[src/rtl/core/bitmap_font_text_rasterizer_macros.svh]
// assertion macros shared by the rasteriser rtl
// needs nothing but a clock and a synchronous reset at the point of use
`ifndef BITMAP_FONT_TEXT_RASTERIZER_MACROS_SVH
`define BITMAP_FONT_TEXT_RASTERIZER_MACROS_SVH

// consequent must hold in the same cycle as the antecedent
`define BFT_ASSERT_SAME(label, clk_s, rst_s, ante, cons) \
  label: assert property (@(posedge clk_s) disable iff (rst_s) (ante) |-> (cons)) \
    else $error("bft assertion failed in same cycle");

// consequent must hold in the cycle after the antecedent
`define BFT_ASSERT_NEXT(label, clk_s, rst_s, ante, cons) \
  label: assert property (@(posedge clk_s) disable iff (rst_s) (ante) |=> (cons)) \
    else $error("bft assertion failed in next cycle");

`endif

[src/rtl/core/bft_pkg.sv]
// shared types, constants and the 5x7 font rom for the text rasteriser
// no dependencies
package bft_pkg;

  localparam int XW     = 18;
  localparam int YW     = 17;
  localparam int SCALEW = 6;
  localparam int GLYPHW = 35;

  localparam logic [7:0] CH_LOWER_A = 8'h61;
  localparam logic [7:0] CH_LOWER_Z = 8'h7a;
  localparam logic [7:0] CH_UPPER_A = 8'h41;

  // register indexes, byte address is four times the index
  localparam logic [1:0] REG_TEXT_SIZE   = 2'd0;
  localparam logic [1:0] REG_CENTER_MODE = 2'd1;
  localparam logic [1:0] REG_INK_COLOR   = 2'd2;

  typedef struct packed {
    logic [SCALEW-1:0] scale;
    logic              center;
    logic [31:0]       color;
  } cfg_t;

  typedef struct packed {
    logic [XW-1:0] a;
    logic [XW-1:0] b;
    logic          sub;
  } alu_req_t;

  // scale = max(1, size / 7), reciprocal 293/2048 is exact over 0..255
  function automatic logic [SCALEW-1:0] scale_of(input logic [7:0] size);
    logic [16:0] prod;
    logic [SCALEW-1:0] q;
    prod = {9'd0, size} * 17'd293;
    q = prod[16:11];
    if (q == '0) begin
      q = SCALEW'(1);
    end
    return q;
  endfunction

  function automatic logic [GLYPHW-1:0] rows7(input logic [4:0] r0, input logic [4:0] r1,
                                              input logic [4:0] r2, input logic [4:0] r3,
                                              input logic [4:0] r4, input logic [4:0] r5,
                                              input logic [4:0] r6);
    return {r0, r1, r2, r3, r4, r5, r6};
  endfunction

  // top row in the high bits, leftmost pixel as msb of each row
  function automatic logic [GLYPHW-1:0] font_lookup(input logic [7:0] code);
    logic [7:0] c;
    logic [GLYPHW-1:0] g;
    c = code;
    if (c >= CH_LOWER_A && c <= CH_LOWER_Z) begin
      c = c - CH_LOWER_A + CH_UPPER_A;
    end
    case (c)
      8'h30: g = rows7(5'h0E, 5'h11, 5'h13, 5'h15, 5'h19, 5'h11, 5'h0E);
      8'h31: g = rows7(5'h04, 5'h0C, 5'h04, 5'h04, 5'h04, 5'h04, 5'h0E);
      8'h32: g = rows7(5'h0E, 5'h11, 5'h01, 5'h02, 5'h04, 5'h08, 5'h1F);
      8'h33: g = rows7(5'h1F, 5'h02, 5'h04, 5'h02, 5'h01, 5'h11, 5'h0E);
      8'h34: g = rows7(5'h02, 5'h06, 5'h0A, 5'h12, 5'h1F, 5'h02, 5'h02);
      8'h35: g = rows7(5'h1F, 5'h10, 5'h1E, 5'h01, 5'h01, 5'h11, 5'h0E);
      8'h36: g = rows7(5'h06, 5'h08, 5'h10, 5'h1E, 5'h11, 5'h11, 5'h0E);
      8'h37: g = rows7(5'h1F, 5'h01, 5'h02, 5'h04, 5'h08, 5'h08, 5'h08);
      8'h38: g = rows7(5'h0E, 5'h11, 5'h11, 5'h0E, 5'h11, 5'h11, 5'h0E);
      8'h39: g = rows7(5'h0E, 5'h11, 5'h11, 5'h0F, 5'h01, 5'h02, 5'h0C);
      8'h41: g = rows7(5'h0E, 5'h11, 5'h11, 5'h1F, 5'h11, 5'h11, 5'h11);
      8'h42: g = rows7(5'h1E, 5'h11, 5'h11, 5'h1E, 5'h11, 5'h11, 5'h1E);
      8'h43: g = rows7(5'h0E, 5'h11, 5'h10, 5'h10, 5'h10, 5'h11, 5'h0E);
      8'h44: g = rows7(5'h1E, 5'h11, 5'h11, 5'h11, 5'h11, 5'h11, 5'h1E);
      8'h45: g = rows7(5'h1F, 5'h10, 5'h10, 5'h1E, 5'h10, 5'h10, 5'h1F);
      8'h46: g = rows7(5'h1F, 5'h10, 5'h10, 5'h1E, 5'h10, 5'h10, 5'h10);
      8'h47: g = rows7(5'h0E, 5'h11, 5'h10, 5'h17, 5'h11, 5'h11, 5'h0E);
      8'h48: g = rows7(5'h11, 5'h11, 5'h11, 5'h1F, 5'h11, 5'h11, 5'h11);
      8'h49: g = rows7(5'h0E, 5'h04, 5'h04, 5'h04, 5'h04, 5'h04, 5'h0E);
      8'h4A: g = rows7(5'h07, 5'h02, 5'h02, 5'h02, 5'h02, 5'h12, 5'h0C);
      8'h4B: g = rows7(5'h11, 5'h12, 5'h14, 5'h18, 5'h14, 5'h12, 5'h11);
      8'h4C: g = rows7(5'h10, 5'h10, 5'h10, 5'h10, 5'h10, 5'h10, 5'h1F);
      8'h4D: g = rows7(5'h11, 5'h1B, 5'h15, 5'h11, 5'h11, 5'h11, 5'h11);
      8'h4E: g = rows7(5'h11, 5'h19, 5'h15, 5'h13, 5'h11, 5'h11, 5'h11);
      8'h4F: g = rows7(5'h0E, 5'h11, 5'h11, 5'h11, 5'h11, 5'h11, 5'h0E);
      8'h50: g = rows7(5'h1E, 5'h11, 5'h11, 5'h1E, 5'h10, 5'h10, 5'h10);
      8'h51: g = rows7(5'h0E, 5'h11, 5'h11, 5'h11, 5'h15, 5'h12, 5'h0D);
      8'h52: g = rows7(5'h1E, 5'h11, 5'h11, 5'h1E, 5'h14, 5'h12, 5'h11);
      8'h53: g = rows7(5'h0F, 5'h10, 5'h10, 5'h0E, 5'h01, 5'h01, 5'h1E);
      8'h54: g = rows7(5'h1F, 5'h04, 5'h04, 5'h04, 5'h04, 5'h04, 5'h04);
      8'h55: g = rows7(5'h11, 5'h11, 5'h11, 5'h11, 5'h11, 5'h11, 5'h0E);
      8'h56: g = rows7(5'h11, 5'h11, 5'h11, 5'h11, 5'h11, 5'h0A, 5'h04);
      8'h57: g = rows7(5'h11, 5'h11, 5'h11, 5'h11, 5'h15, 5'h15, 5'h0A);
      8'h58: g = rows7(5'h11, 5'h11, 5'h0A, 5'h04, 5'h0A, 5'h11, 5'h11);
      8'h59: g = rows7(5'h11, 5'h11, 5'h0A, 5'h04, 5'h04, 5'h04, 5'h04);
      8'h5A: g = rows7(5'h1F, 5'h01, 5'h02, 5'h04, 5'h08, 5'h10, 5'h1F);
      8'h2D: g = rows7(5'h00, 5'h00, 5'h00, 5'h1F, 5'h00, 5'h00, 5'h00);
      8'h3A: g = rows7(5'h00, 5'h04, 5'h04, 5'h00, 5'h04, 5'h04, 5'h00);
      8'h2E: g = rows7(5'h00, 5'h00, 5'h00, 5'h00, 5'h00, 5'h0C, 5'h0C);
      8'h21: g = rows7(5'h04, 5'h04, 5'h04, 5'h04, 5'h04, 5'h00, 5'h04);
      8'h2B: g = rows7(5'h00, 5'h04, 5'h04, 5'h1F, 5'h04, 5'h04, 5'h00);
      8'h3E: g = rows7(5'h10, 5'h08, 5'h04, 5'h02, 5'h04, 5'h08, 5'h10);
      8'h3C: g = rows7(5'h01, 5'h02, 5'h04, 5'h08, 5'h04, 5'h02, 5'h01);
      8'h2F: g = rows7(5'h01, 5'h02, 5'h04, 5'h08, 5'h10, 5'h00, 5'h00);
      8'h2C: g = rows7(5'h00, 5'h00, 5'h00, 5'h00, 5'h0C, 5'h04, 5'h08);
      8'h28: g = rows7(5'h02, 5'h04, 5'h08, 5'h08, 5'h08, 5'h04, 5'h02);
      8'h29: g = rows7(5'h08, 5'h04, 5'h02, 5'h02, 5'h02, 5'h04, 5'h08);
      // space and unknown codes draw nothing but still advance
      default: g = '0;
    endcase
    return g;
  endfunction

endpackage

[src/rtl/core/bft_alu.sv]
// shared 18-bit add/subtract unit used for every coordinate update
// depends on bft_pkg
module bft_alu (
  input  bft_pkg::alu_req_t        req,
  output logic [bft_pkg::XW-1:0]   sum
);
  import bft_pkg::*;

  assign sum = req.a + (req.sub ? ~req.b : req.b) + {{(XW-1){1'b0}}, req.sub};

endmodule

[src/rtl/core/bft_regs.sv]
// apb configuration registers: text size (held raw and as derived scale), centre mode, ink colour
// depends on bft_pkg
module bft_regs (
  input  logic              clk,
  input  logic              rst,
  input  logic              psel,
  input  logic              penable,
  input  logic              pwrite,
  input  logic [3:0]        paddr,
  input  logic [31:0]       pwdata,
  output logic [31:0]       prdata,
  output logic              pready,
  output bft_pkg::cfg_t     cfg
);
  import bft_pkg::*;

  logic [7:0]  text_size;
  logic        center_mode;
  logic [31:0] ink_color;
  logic [SCALEW-1:0] scale;
  logic        wr;

  assign pready = 1'b1;
  assign wr     = psel && penable && pwrite;

  always_ff @(posedge clk) begin
    if (rst) begin
      text_size   <= 8'd7;
      center_mode <= 1'b0;
      ink_color   <= 32'hFFFF_FFFF;
      scale       <= SCALEW'(1);
    end else if (wr) begin
      case (paddr[3:2])
        REG_TEXT_SIZE: begin
          text_size <= pwdata[7:0];
          scale     <= scale_of(pwdata[7:0]);
        end
        REG_CENTER_MODE: center_mode <= pwdata[0];
        REG_INK_COLOR:   ink_color   <= pwdata;
        default: ;
      endcase
    end
  end

  always_comb begin
    case (paddr[3:2])
      REG_TEXT_SIZE:   prdata = {24'd0, text_size};
      REG_CENTER_MODE: prdata = {31'd0, center_mode};
      REG_INK_COLOR:   prdata = ink_color;
      default:         prdata = '0;
    endcase
  end

  assign cfg.scale  = scale;
  assign cfg.center = center_mode;
  assign cfg.color  = ink_color;

endmodule

[src/rtl/core/bft_seq.sv]
// sequencer: origin latch, glyph bit scan, cursor advance and the output register
// depends on bft_pkg, bft_alu (through the top level) and the assertion macros
`include "bitmap_font_text_rasterizer_macros.svh"
module bft_seq (
  input  logic                     clk,
  input  logic                     rst,
  input  bft_pkg::cfg_t            cfg,
  input  logic                     s_tvalid,
  output logic                     s_tready,
  input  logic [47:0]              s_tdata,
  input  logic                     s_tuser,
  output logic                     m_tvalid,
  input  logic                     m_tready,
  output logic [79:0]              m_tdata,
  output logic                     m_tlast,
  output bft_pkg::alu_req_t        alu_req,
  input  logic [bft_pkg::XW-1:0]   alu_sum
);
  import bft_pkg::*;

  typedef enum logic [4:0] {
    ST_IDLE   = 5'b00001,
    ST_ORIGIN = 5'b00010,
    ST_LOAD   = 5'b00100,
    ST_SCAN   = 5'b01000,
    ST_ADV    = 5'b10000
  } state_t;

  state_t state;

  // per-item registers
  logic              first;
  logic [15:0]       ox;
  logic [15:0]       oy;
  logic              len_zero;
  logic [15:0]       total;
  logic [SCALEW-1:0] scale;
  logic [7:0]        step6;
  logic [GLYPHW-1:0] glyph_sr;
  logic [2:0]        col;
  logic [XW-1:0]     xacc;
  logic [YW-1:0]     yacc;

  // string state
  logic [XW-1:0]     cursor_x;
  logic [15:0]       text_top;

  // output register
  logic [XW-1:0]     rect_x;
  logic [YW-1:0]     rect_y;
  logic [SCALEW-1:0] rect_size;
  logic [31:0]       rect_color;

  logic        accept;
  logic        stall;
  logic        out_load;
  logic        rest_zero;
  logic [10:0] len6m1;

  assign s_tready  = (state == ST_IDLE);
  assign accept    = s_tvalid && s_tready;
  assign stall     = glyph_sr[GLYPHW-1] && m_tvalid && !m_tready;
  assign out_load  = (state == ST_SCAN) && glyph_sr[GLYPHW-1] && !stall;
  assign rest_zero = (glyph_sr[GLYPHW-2:0] == '0);
  assign len6m1    = {1'b0, s_tdata[47:40], 2'b00} + {2'b00, s_tdata[47:40], 1'b0} - 11'd1;

  always_comb begin
    case (state)
      ST_ORIGIN: begin
        alu_req.a   = {{(XW-16){ox[15]}}, ox};
        // total/2 truncates toward zero, so an empty string adds half a scale
        if (!cfg.center) begin
          alu_req.b = '0;
        end else if (len_zero) begin
          alu_req.b = XW'(scale >> 1);
        end else begin
          alu_req.b = XW'(total >> 1);
        end
        alu_req.sub = cfg.center && !len_zero;
      end
      ST_SCAN: begin
        alu_req.a   = (col == 3'd4) ? {yacc[YW-1], yacc} : xacc;
        alu_req.b   = XW'(scale);
        alu_req.sub = 1'b0;
      end
      ST_ADV: begin
        alu_req.a   = cursor_x;
        alu_req.b   = XW'(step6);
        alu_req.sub = 1'b0;
      end
      default: begin
        alu_req.a   = '0;
        alu_req.b   = '0;
        alu_req.sub = 1'b0;
      end
    endcase
  end

  always_ff @(posedge clk) begin
    if (rst) begin
      state    <= ST_IDLE;
      cursor_x <= '0;
      text_top <= '0;
    end else begin
      case (state)
        ST_IDLE: begin
          if (accept) begin
            state <= ST_ORIGIN;
          end
        end
        ST_ORIGIN: begin
          if (first) begin
            cursor_x <= alu_sum;
            text_top <= oy;
          end
          state <= ST_LOAD;
        end
        ST_LOAD: begin
          state <= (glyph_sr == '0) ? ST_ADV : ST_SCAN;
        end
        ST_SCAN: begin
          if (!stall && rest_zero) begin
            state <= ST_ADV;
          end
        end
        ST_ADV: begin
          cursor_x <= alu_sum;
          state    <= ST_IDLE;
        end
        default: state <= ST_IDLE;
      endcase
    end
  end

  // payload registers, no reset needed
  always_ff @(posedge clk) begin
    if (accept) begin
      first    <= s_tuser;
      ox       <= s_tdata[23:8];
      oy       <= s_tdata[39:24];
      len_zero <= (s_tdata[47:40] == 8'd0);
      total    <= {5'd0, len6m1} * {10'd0, cfg.scale};
      scale    <= cfg.scale;
      step6    <= {cfg.scale, 2'b00} + {1'b0, cfg.scale, 1'b0};
      glyph_sr <= font_lookup(s_tdata[7:0]);
    end else if (state == ST_LOAD) begin
      xacc <= cursor_x;
      yacc <= {text_top[15], text_top};
      col  <= '0;
    end else if (state == ST_SCAN && !stall) begin
      glyph_sr <= glyph_sr << 1;
      if (col == 3'd4) begin
        col  <= '0;
        xacc <= cursor_x;
        yacc <= alu_sum[YW-1:0];
      end else begin
        col  <= col + 3'd1;
        xacc <= alu_sum;
      end
    end
  end

  always_ff @(posedge clk) begin
    if (rst) begin
      m_tvalid <= 1'b0;
    end else if (out_load) begin
      m_tvalid <= 1'b1;
    end else if (m_tready) begin
      m_tvalid <= 1'b0;
    end
  end

  always_ff @(posedge clk) begin
    if (out_load) begin
      rect_x     <= xacc;
      rect_y     <= yacc;
      rect_size  <= scale;
      rect_color <= cfg.color;
      m_tlast    <= rest_zero;
    end
  end

  assign m_tdata = {7'd0, rect_color, rect_size, rect_y, rect_x};

  `BFT_ASSERT_NEXT(a_accept_origin, clk, rst, accept, state == ST_ORIGIN)
  `BFT_ASSERT_NEXT(a_stall_holds, clk, rst, state == ST_SCAN && stall, $stable(glyph_sr) && $stable(col))
  `BFT_ASSERT_NEXT(a_scan_done, clk, rst, state == ST_SCAN && !stall && rest_zero, state == ST_ADV)
  `BFT_ASSERT_SAME(a_col_range, clk, rst, state == ST_SCAN, col <= 3'd4)

endmodule

[src/rtl/core/bitmap_font_text_rasterizer.sv]
// 5x7 bitmap font text rasteriser: one character in, up to 35 pixel squares out.
// after an item is accepted, the origin state latches the origin and the load state loads the
// scan; the scan takes one glyph bit per cycle while the output does not stall, up to the last
// set one (at most 35), then the advance state moves the cursor and idle takes the next item.
// a new item is taken only in idle; output stalls hold the scan.
// rst is synchronous: registers to defaults, cursor and text top to zero, no square pending.
module bitmap_font_text_rasterizer (
  input  logic        clk,
  input  logic        rst,
  input  logic        psel,
  input  logic        penable,
  input  logic        pwrite,
  input  logic [3:0]  paddr,
  input  logic [31:0] pwdata,
  output logic [31:0] prdata,
  output logic        pready,
  input  logic        s_tvalid,
  output logic        s_tready,
  // char_code[7:0], origin_x[23:8], origin_y[39:24], string_length[47:40]
  input  logic [47:0] s_tdata,
  // first_of_string[0]
  input  logic        s_tuser,
  output logic        m_tvalid,
  input  logic        m_tready,
  // rect_x[17:0], rect_y[34:18], rect_size[40:35], rect_color[72:41], zero pad[79:73]
  output logic [79:0] m_tdata,
  output logic        m_tlast
);
  import bft_pkg::*;

  cfg_t          cfg;
  alu_req_t      alu_req;
  logic [XW-1:0] alu_sum;

  bft_regs u_regs (
    .clk     (clk),
    .rst     (rst),
    .psel    (psel),
    .penable (penable),
    .pwrite  (pwrite),
    .paddr   (paddr),
    .pwdata  (pwdata),
    .prdata  (prdata),
    .pready  (pready),
    .cfg     (cfg)
  );

  bft_alu u_alu (
    .req (alu_req),
    .sum (alu_sum)
  );

  bft_seq u_seq (
    .clk      (clk),
    .rst      (rst),
    .cfg      (cfg),
    .s_tvalid (s_tvalid),
    .s_tready (s_tready),
    .s_tdata  (s_tdata),
    .s_tuser  (s_tuser),
    .m_tvalid (m_tvalid),
    .m_tready (m_tready),
    .m_tdata  (m_tdata),
    .m_tlast  (m_tlast),
    .alu_req  (alu_req),
    .alu_sum  (alu_sum)
  );

endmodule

[config.mk]
export PLATFORM = sky130hd
export DESIGN_NAME = bitmap_font_text_rasterizer
export DESIGN_NICKNAME = d
export VERILOG_FILES = /design/src/rtl/core/bft_pkg.sv /design/src/rtl/core/bft_alu.sv /design/src/rtl/core/bft_regs.sv /design/src/rtl/core/bft_seq.sv /design/src/rtl/core/bitmap_font_text_rasterizer.sv
export VERILOG_INCLUDE_DIRS = /design/src /design/src/rtl/core
export SDC_FILE = /design/constraint.sdc
export NUM_CORES = 1
export LEC_CHECK = 0
export BUFFER_PORTS_ARGS = -buffer_cell sky130_fd_sc_hd__clkbuf_2
export CAP_MARGIN = 20
export CORE_ASPECT_RATIO = 0.75
export CORE_MARGIN = 5
export CORE_UTILIZATION = 59
export CTS_BUF_LIST = sky130_fd_sc_hd__clkbuf_8 sky130_fd_sc_hd__clkbuf_16
export DETAILED_ROUTE_END_ITERATION = 10
export PLACE_DENSITY = 0.81
export RECOVER_POWER = 25
export SLEW_MARGIN = 25
export SYNTH_ARGS = -nofsm -noshare
export SYNTH_HDL_FRONTEND = slang
export SYNTH_MEMORY_MAX_BITS = 65536
export SYNTH_SLANG_ARGS = --single-unit
[constraint.sdc]
create_clock -name clk -period 9.8 [get_ports clk]
set_input_delay 1.96 -clock clk [delete_from_list [all_inputs] [get_ports clk]]
set_output_delay 1.96 -clock clk [all_outputs]
set_load 0.03 [all_outputs]
==> flow_results.org, run 1 <==
** Power
- Power spread over the standard cell area amounts to ~150 mW/mm².
- Net switching is 27.7% of the power.
- Cell internal power was estimated by the tool at approximately 2.1 mW.
- Sum of internal, switching and leakage power :: ~2.9 mW
- Logic gate share of total power :: between 10% and 20%
- Static Leakage :: 7.97 nW
- Per report_power, the sequential group accounts for about half of the total.
- Portion of total power attributed to the clock network :: 36.3%
- Net Switching :: slightly above 800 µW
- IR analysis of the VDD net gives a maximum drop of between 0.1 and 0.15 mV.

** Worst setup path
- Startpoint types :: input port
- Crit path top cell by count :: inv_1
- Maximum fanout along the worst path :: 10
- Kind of end point of the critical path :: flip-flop
- On the critical path, the stage with the largest delay is an instance of fa_1.
- Data on the critical path is required at its endpoint by 10110 ps.
- The largest single stage delay on the critical path is 540 ps.
- The setup path with the least slack is of type in2reg.
- At the worst endpoint, the arrival time is a little under 8000 ps.

** Logic synthesis
- Counting flops with a built-in enable in the synthesized netlist gives between 200 and 250.
- The synthesized netlist occupies a cell area of between 0.015 and 0.02 mm².
- Proportion of synthesized chip area in sequential cells :: 46.2%
- Yosys warning total :: 0
- After synthesis the netlist holds a flip-flop and latch count of 295.
- Share of flip-flops with an asynchronous set or reset after synthesis :: 0%
- Count of distinct cell types in the synthesized netlist :: slightly below 80
- Mean instance size in the synthesized netlist :: between 9 and 10 µm²
- Among all flip-flop cells after synthesis, the most frequent one is edfxtp_1.
- The cell count after synthesis came out at between 1500 and 2000.

** Clock network
- CTS saw a little under 300 sinks.
- Clock tree from TritonCTS :: yes
- Post-CTS Resized :: 0
- TritonCTS created 29 clock buffers.
- No sink is reached through more buffers than the 3 on the longest clock path.
- Clock latency reported for the late side of the worst-skew pair :: ~580 ps
- Clock input transition at the sequential cells of the worst setup and hold paths :: about 60 ps
- Clock root buffer :: clkbuf_16
- In this run, post-CTS hold repair placed 0 buffers.
- Number of buffers inserted by post-CTS setup repair :: 0
- CTS built an H-tree with a depth of 1.

** Layout
- 0 antenna diodes ended up in the layout.
- Most used cells in the layout excluding fill and tap cells :: 289 x nand2_1, 208 x edfxtp_1, 189 x clkbuf_2
- Fin area :: 0.0195 mm²
- Syn-to-layout area delta :: 12.5%
- Leading cell type in the layout, fill and taps excluded :: nand2_1
- Cells fill around two thirds of the core in the end.
- Proportion of layout cells with a drive suffix above 1 :: between 10% and 20%
- Area of combinational cells with multiple inputs :: about 0.0085 mm²
- After filler insertion, the fill cell instance count of the layout stands at ~2300.
- Fin nets :: around 2200
- Register area :: roughly 0.0080 mm²

** Flow run
- Number of maximum-capacitance violations :: 1

** GRT
- Via count of the first global-routing pass :: 13521
- Wire length of the first global-routing pass :: 76600 µm
- Global routing used ~29% of the available tracks across all layers.
- Number of antenna violations at the first check in global routing :: 1
- Entering global routing, the biggest net connects 63 pins.
- Residual overflow from global routing :: 0

** Outcome
- The flow ran to the end, but the final reports show violations.
- Failing checks :: max-capacitance violations, max-slew violations

** Route
- The final layout contains routed wiring with a total length of slightly below 50000 µm.
- DR vias :: 14189
- First-pass DRT Iterations :: 7
- Number of remaining DRC errors :: 0
- Detail-routed net length per standard cell :: 21.2 µm
- Once detail routing completed, the nets flagged for antenna violations numbered 0.
- Post-DR vias/cell :: 6.08
- Iter 0 DRT Violations :: between 1500 and 2000

** Die
- Row Count :: 54
- From left edge to right edge, the die measures a little over 200 µm.
- Area enclosed by the die boundary :: ~0.033 mm²
- For this design the top-level I/O count stands at 208.
- Initial Util :: between 50% and 60%
- Vert. Die Dim :: 158 µm
- Core area :: between 0.02 and 0.03 mm²

** Timing
- Slew HR :: -80.4%
- The number of max-slew violations in the final report is 48.
- RSZ-0062 raised after global routing :: no
- Clock period minus worst slack :: between 7000 and 8000 ps
- For this run, the top clock speed supported by timing is 132 MHz.
- The final number of hold-violating endpoints is 0.
- For the pin with the worst max-slew slack, the measured transition is about 2700 ps.
- Worst clock skew :: 20.4 ps
- For the final routed database, the setup TNS stands at 0 ps.
- The worst path uses between 70% and 80% of the clock period.
- Hold timing on the final database bottoms out at a slack of between 400 and 500 ps.
- Setup violations remaining at the end of the flow were counted as 0.

** Place
- The placed instances occupy a cell area of between 0.015 and 0.02 mm².
- The congestion estimate from routability-driven global placement came to 0.989.
- After legalization and detailed placement, the total HPWL measured around 36000 µm.
- Port-buffer cells :: approximately 200

** Worst hold path
- Class of the worst hold path :: reg2reg
==> power by group through the flow <==
stage,clock network (mW),registers [mW],logic [mW]
after floorplan,0,1.43,0.321
final,1.07,1.42,0.458
after detailed placement,0,1.45,0.451
after CTS,1.08,1.42,0.454
after global placement,0,1.44,0.436
after global routing,1.13,1.42,0.508
==> stage by stage <==
step                      cells  setup WS [ps]
after detailed placement   2279           1910
after floorplan            1768           1690
after CTS                  2332           2480
after global routing       2332           1860
final                      2332           2220
after global placement     2279           2160
==> state kept, by name, summed over array words and instances, names as in the netlist, 3 cells and up <==
register	cells
u_regs.ink_color	32
u_seq.col	3
u_seq.rect_y	17
u_seq.glyph_sr	35
u_regs.scale	6
u_seq.rect_size	6
u_seq.xacc	18
u_seq.cursor_x	18
u_seq.step6	6
u_seq.state	5
u_regs.text_size	8
u_seq.scale	6
u_seq.total	15
u_seq.oy	16
u_seq.rect_color	32
u_seq.rect_x	18
u_seq.yacc	17
u_seq.text_top	16
u_seq.ox	16
==> final timing paths <==
kind	startpoint	to	slack, ps	cells past startpoint
worst max-delay path	s_tdata[40]	u_seq.total[15]	2220	25
worst min-delay path	u_regs.ink_color[12]	u_seq.rect_color[12]	450	0
worst max register to register	u_regs.scale[4]	u_seq.total[15]	4640	16
worst min register to register	u_regs.ink_color[12]	u_seq.rect_color[12]	450	0
==> synthesized netlist by cell type, types with 6 or more instances <==
cell | number | area share (%)
a211oi_1 | 12 | 0.52
nor2_1 | 122 | 2.6
o21ai_0 | 103 | 3.0
a21o_1 | 11 | 0.48
o31ai_1 | 6 | 0.26
a221o_1 | 16 | 0.93
a21oi_1 | 146 | 4.2
nor4_1 | 11 | 0.40
a22o_1 | 14 | 0.71
buf_4 | 8 | 0.35
mux2i_1 | 44 | 2.5
a21boi_0 | 6 | 0.26
and3_1 | 8 | 0.29
nor2b_1 | 19 | 0.69
and2_1 | 46 | 1.7
a31oi_1 | 11 | 0.40
buf_1 | 10 | 0.22
nor3_1 | 13 | 0.38
fa_1 | 44 | 5.1
dfxtp_1 | 87 | 10
edfxtp_1 | 208 | 36
o21bai_1 | 9 | 0.39
a22oi_1 | 6 | 0.26
o22ai_1 | 12 | 0.43
clkbuf_1 | 80 | 1.7
nand2b_1 | 8 | 0.29
o211ai_1 | 14 | 0.61
nand4_1 | 6 | 0.22
o21a_1 | 8 | 0.35
nand2_1 | 290 | 6.3
ha_1 | 111 | 8.0
inv_1 | 113 | 2.5
xor2_1 | 7 | 0.35
nand3_1 | 24 | 0.69
xnor2_1 | 40 | 2.0
==> per-layer routing <==
layer / part of all wire, % / up-vias / track usage, %
li1: - / 6514 / -
met4: 2.3 / 2 / 6.75
met3: 12 / 106 / 8.16
met1: 43 / 6756 / 42.9
met2: 43 / 811 / 44.4
met5: 0.014 / - / 0
==> layout make-up <==
class	count	area share, %
flip-flops and latches	295	41.1
clock inverters	20	0.656
clock buffers	33	4.01
well taps	392	2.52
multi-input cells	1258	43.7
inverters	115	2.22
repair buffers	219	5.83
==> logic make-up after synthesis <==
logic type	count (synthesis)	synth area share [%]
multiplexers	49	2.87
other	2	0.0434
AND/OR/NAND/NOR	572	14.8
AO/OA/AOI/OAI	426	15.6
flip-flops	295	46.2
adder cells (fa/ha/maj)	155	13.1
XOR/XNOR	48	2.51
buffers and inverters	215	4.86
==> critical path: cells and delay by family <==
| family | cells | cell delay (ps) |
|---|---|---|
| AO/OA/AOI/OAI | 8 | 1590 |
| XOR/XNOR | 2 | 910 |
| adder cells (fa/ha/maj) | 6 | 2280 |
| buffers and inverters | 5 | 720 |
| AND/OR/NAND/NOR | 4 | 420 |
Note: power is estimated with default switching activity, not from simulation.
==> run 2, diff against run 1 <==
- CORE_UTILIZATION: 59 -> 54
- PLACE_DENSITY: 0.81 -> 0.78
- clock period: 9.8 -> 6.7 ns (I/O delays scaled with it)
==> flow_results.org, run 2 (synthesis gave the netlist of run 1 again) <==
** Outcome
- Outcome :: finished, violations left
- Failing checks :: max-capacitance violations, max-slew violations

** Clock network
- Once the clock tree was built, the resizer swapped 0 gates to a different size.
- Clock-pin slew was measured on the worst setup and hold paths at 70 ps.
- Maximum level of the CTS H-tree :: 1
- Buffer levels on the longest clock path :: 3
- Clock tree from TritonCTS :: yes
- The later pin in the worst-skew pair is clocked with a latency of approximately 570 ps.
- Number of buffers inserted by post-CTS setup repair :: 0
- In this run the clock root is driven by a clkbuf_16.
- Buffers inserted during clock tree synthesis total 29.
- Clock net sink count :: just under 300
- The number of hold buffers added after CTS was 0.

** Layout
- The largest registers in the layout are u_seq.glyph_sr x35, u_regs.ink_color x32, u_seq.rect_color x32.
- Area of combinational cells with multiple inputs :: between 0.008 and 0.009 mm²
- Syn-to-layout area delta :: 14.3%
- Most used cells in the layout excluding fill and tap cells :: 290 x nand2_1, 208 x edfxtp_1, 191 x clkbuf_2
- 0 antenna diodes ended up in the layout.
- Leading cell type in the layout, fill and taps excluded :: nand2_1
- Cells with a size suffix above 1 make up ~16% of the layout.
- Fin area :: roughly 0.020 mm²
- Share of the core filled with cells :: between 60% and 70%
- The sequential cells in the finished layout cover a total of about 0.0080 mm².
- The register with the most flip-flops in the layout has 35 of them.
- The layout has between 2000 and 2500 filler cells.
- Fin nets :: approximately 2200
- Counting flops per register, the top entry is u_seq.glyph_sr.

** Place
- Port-buffer cells :: about 200
- RD Place Congestion :: 1.05
- Once placement finished, the instance area stood at 0.0188 mm².
- Detail Placement HPWL :: around 36000 µm

** Power
- The internal portion of the total power is 3.25 mW.
- Peak ir drop on the vdd network :: ~0.22 mV
- For this design the ratio of total power to cell area is 226 mW/mm².
- In this run the static leakage power is around 8 nW.
- Per report_power, the sequential group accounts for between 40% and 50% of the total.
- Of the total power, the share spent switching nets is between 20% and 30%.
- Logic gate share of total power :: approximately 16%
- Portion of total power attributed to the clock network :: 37.6%
- Net Switching :: between 1 and 1.5 mW

** Worst setup path
- The startpoint identified for the worst register-to-register timing path is u_regs.scale[1].
- Setup CP Type :: in2reg
- STA puts the critical path data required time at ~7000 ps.
- Maximum fanout along the worst path :: 3
- The worst setup path is captured at a flip-flop.
- Startpoint types :: input port
- Start point of the critical path :: s_tdata[42]
- Worst path arrival time :: approximately 6700 ps

** Timing
- The clock arrives with ~12 ps of skew.
- In this run the tightest slew margin relative to its limit is -67.6%.
- Least-Margin Pin Slew :: about 2500 ps
- Setup-violating endpoint count in the final report :: 0
- Highest clock rate :: roughly 160 MHz
- Count of pins over their slew limit :: 48
- Hold Fails Final Rpt :: 0
- Clock period minus worst slack :: approximately 6400 ps
- Final clock period utilization by the worst path :: a little over nine tenths
- RSZ-0062 raised after global routing :: no

** GRT
- Residual overflow from global routing :: 0
- Via count of the first global-routing pass :: roughly 13000
- Entering global routing, the biggest net connects 62 pins.
- The first global-routing pass estimated 76300 µm of wire.
- Global routing used a little over a quarter of the available tracks.
- Number of antenna violations at the first check in global routing :: 1

** Die
- Measured along the y axis, the die boundary spans roughly 160 µm.
- In this run the count of I/O pins placed on the die edge is approximately 210.
- Row generation in the floorplan step produced between 50 and 60 rows.
- The initial utilization of the core area, before any placement, comes to between 50 and 60%.
- The floorplan step defined a core boundary enclosing ~0.031 mm².
- Area enclosed by the die boundary :: between 0.03 and 0.04 mm²
- Die width :: ~220 µm

** Flow run
- Number of maximum-capacitance violations :: 1

** Route
- After detailed routing, the average wire length per cell comes to approximately 21 µm.
- Summing over every cut layer, the via total after detailed routing is 14052.
- Post-DR vias/cell :: between 5 and 6
- The first routing iteration left 1529 violations.
- First-pass DRT Iterations :: 5
- Routed Antenna Nets :: 0
- The routed design has about 50000 µm of wire.
- Number of remaining DRC errors :: 0

** Worst hold path
- In this run the worst hold path is classified as reg2reg.
- Hold wc startpoint :: u_regs.ink_color[23]
## run 2: cell count changes in the layout (fill, tap and decap cells not counted), sizes merged
cell	previous run	this run
buf	20	45
bufinv	0	1
clkbuf	232	238
clkinv	6	9
clkinvlp	1	3
inv	128	120
## run 2: final timing paths
kind	to	slack, ps	depth (start not counted)
setup / recovery	u_seq.total[15]	320	25
hold / removal	u_seq.rect_color[23]	450	0
setup reg to reg	u_seq.total[15]	1590	17
hold reg to reg	u_seq.rect_color[23]	450	0
## run 2: worst max-delay path, cell delays in order
cell and delay [ps]:
clkbuf_2 80, inv_1 60, ha_1 270, inv_1 40
ha_1 290, a21o_1 180, a21oi_1 220, o21bai_1 110
a21oi_1 220, xnor2_1 210, and2_1 190, fa_1 420
inv_1 80, fa_1 430, fa_1 540, inv_1 40
ha_1 300, inv_1 70, o21bai_1 70, a21oi_1 220
nor2b_1 80, o21a_1 190, o31a_1 260, o41ai_1 290
xnor3_1 470
## run 2: power by group through the flow
stage               clock network, mW  registers [mW]  logic, mW
global route                     1.79            2.08      0.791
global placement                    0            2.11      0.682
finish                           1.68            2.07      0.717
floorplan                           0            2.10      0.469
detailed placement                  0            2.11      0.703
CTS                              1.71            2.07      0.711
## run 2: stage by stage
step	hold slack [ps]	total power [mW]	std cells	setup slack, ps	TNS [ps]
6_report	449	4.47	2375	323	0
5_1_grt	458	4.66	2375	1.70	0
4_1_cts	449	4.49	2375	421	0
2_1_floorplan	419	2.56	1768	73.2	0
3_5_place_dp	432	2.81	2321	-188	-188
3_3_place_gp	426	2.79	2321	-24.2	-24.2
## run 2: layout make-up
class	count	share of cell area [%]
Multi-Input combinational cell	1258	43.0
Sequential cell	295	40.4
Timing Repair Buffer	247	6.75
Clock buffer	36	4.27
Tap cell	406	2.57
Inverter	115	2.18
Clock inverter	18	0.810
## run 2: per-layer routing
layer	share of wire, %	track usage [%]	up-vias
li1	-	-	6585
met1	45	40.4	6678
met2	42	39.8	698
met3	11	7.57	89
met4	2.3	6.53	2
met5	0.040	0	-
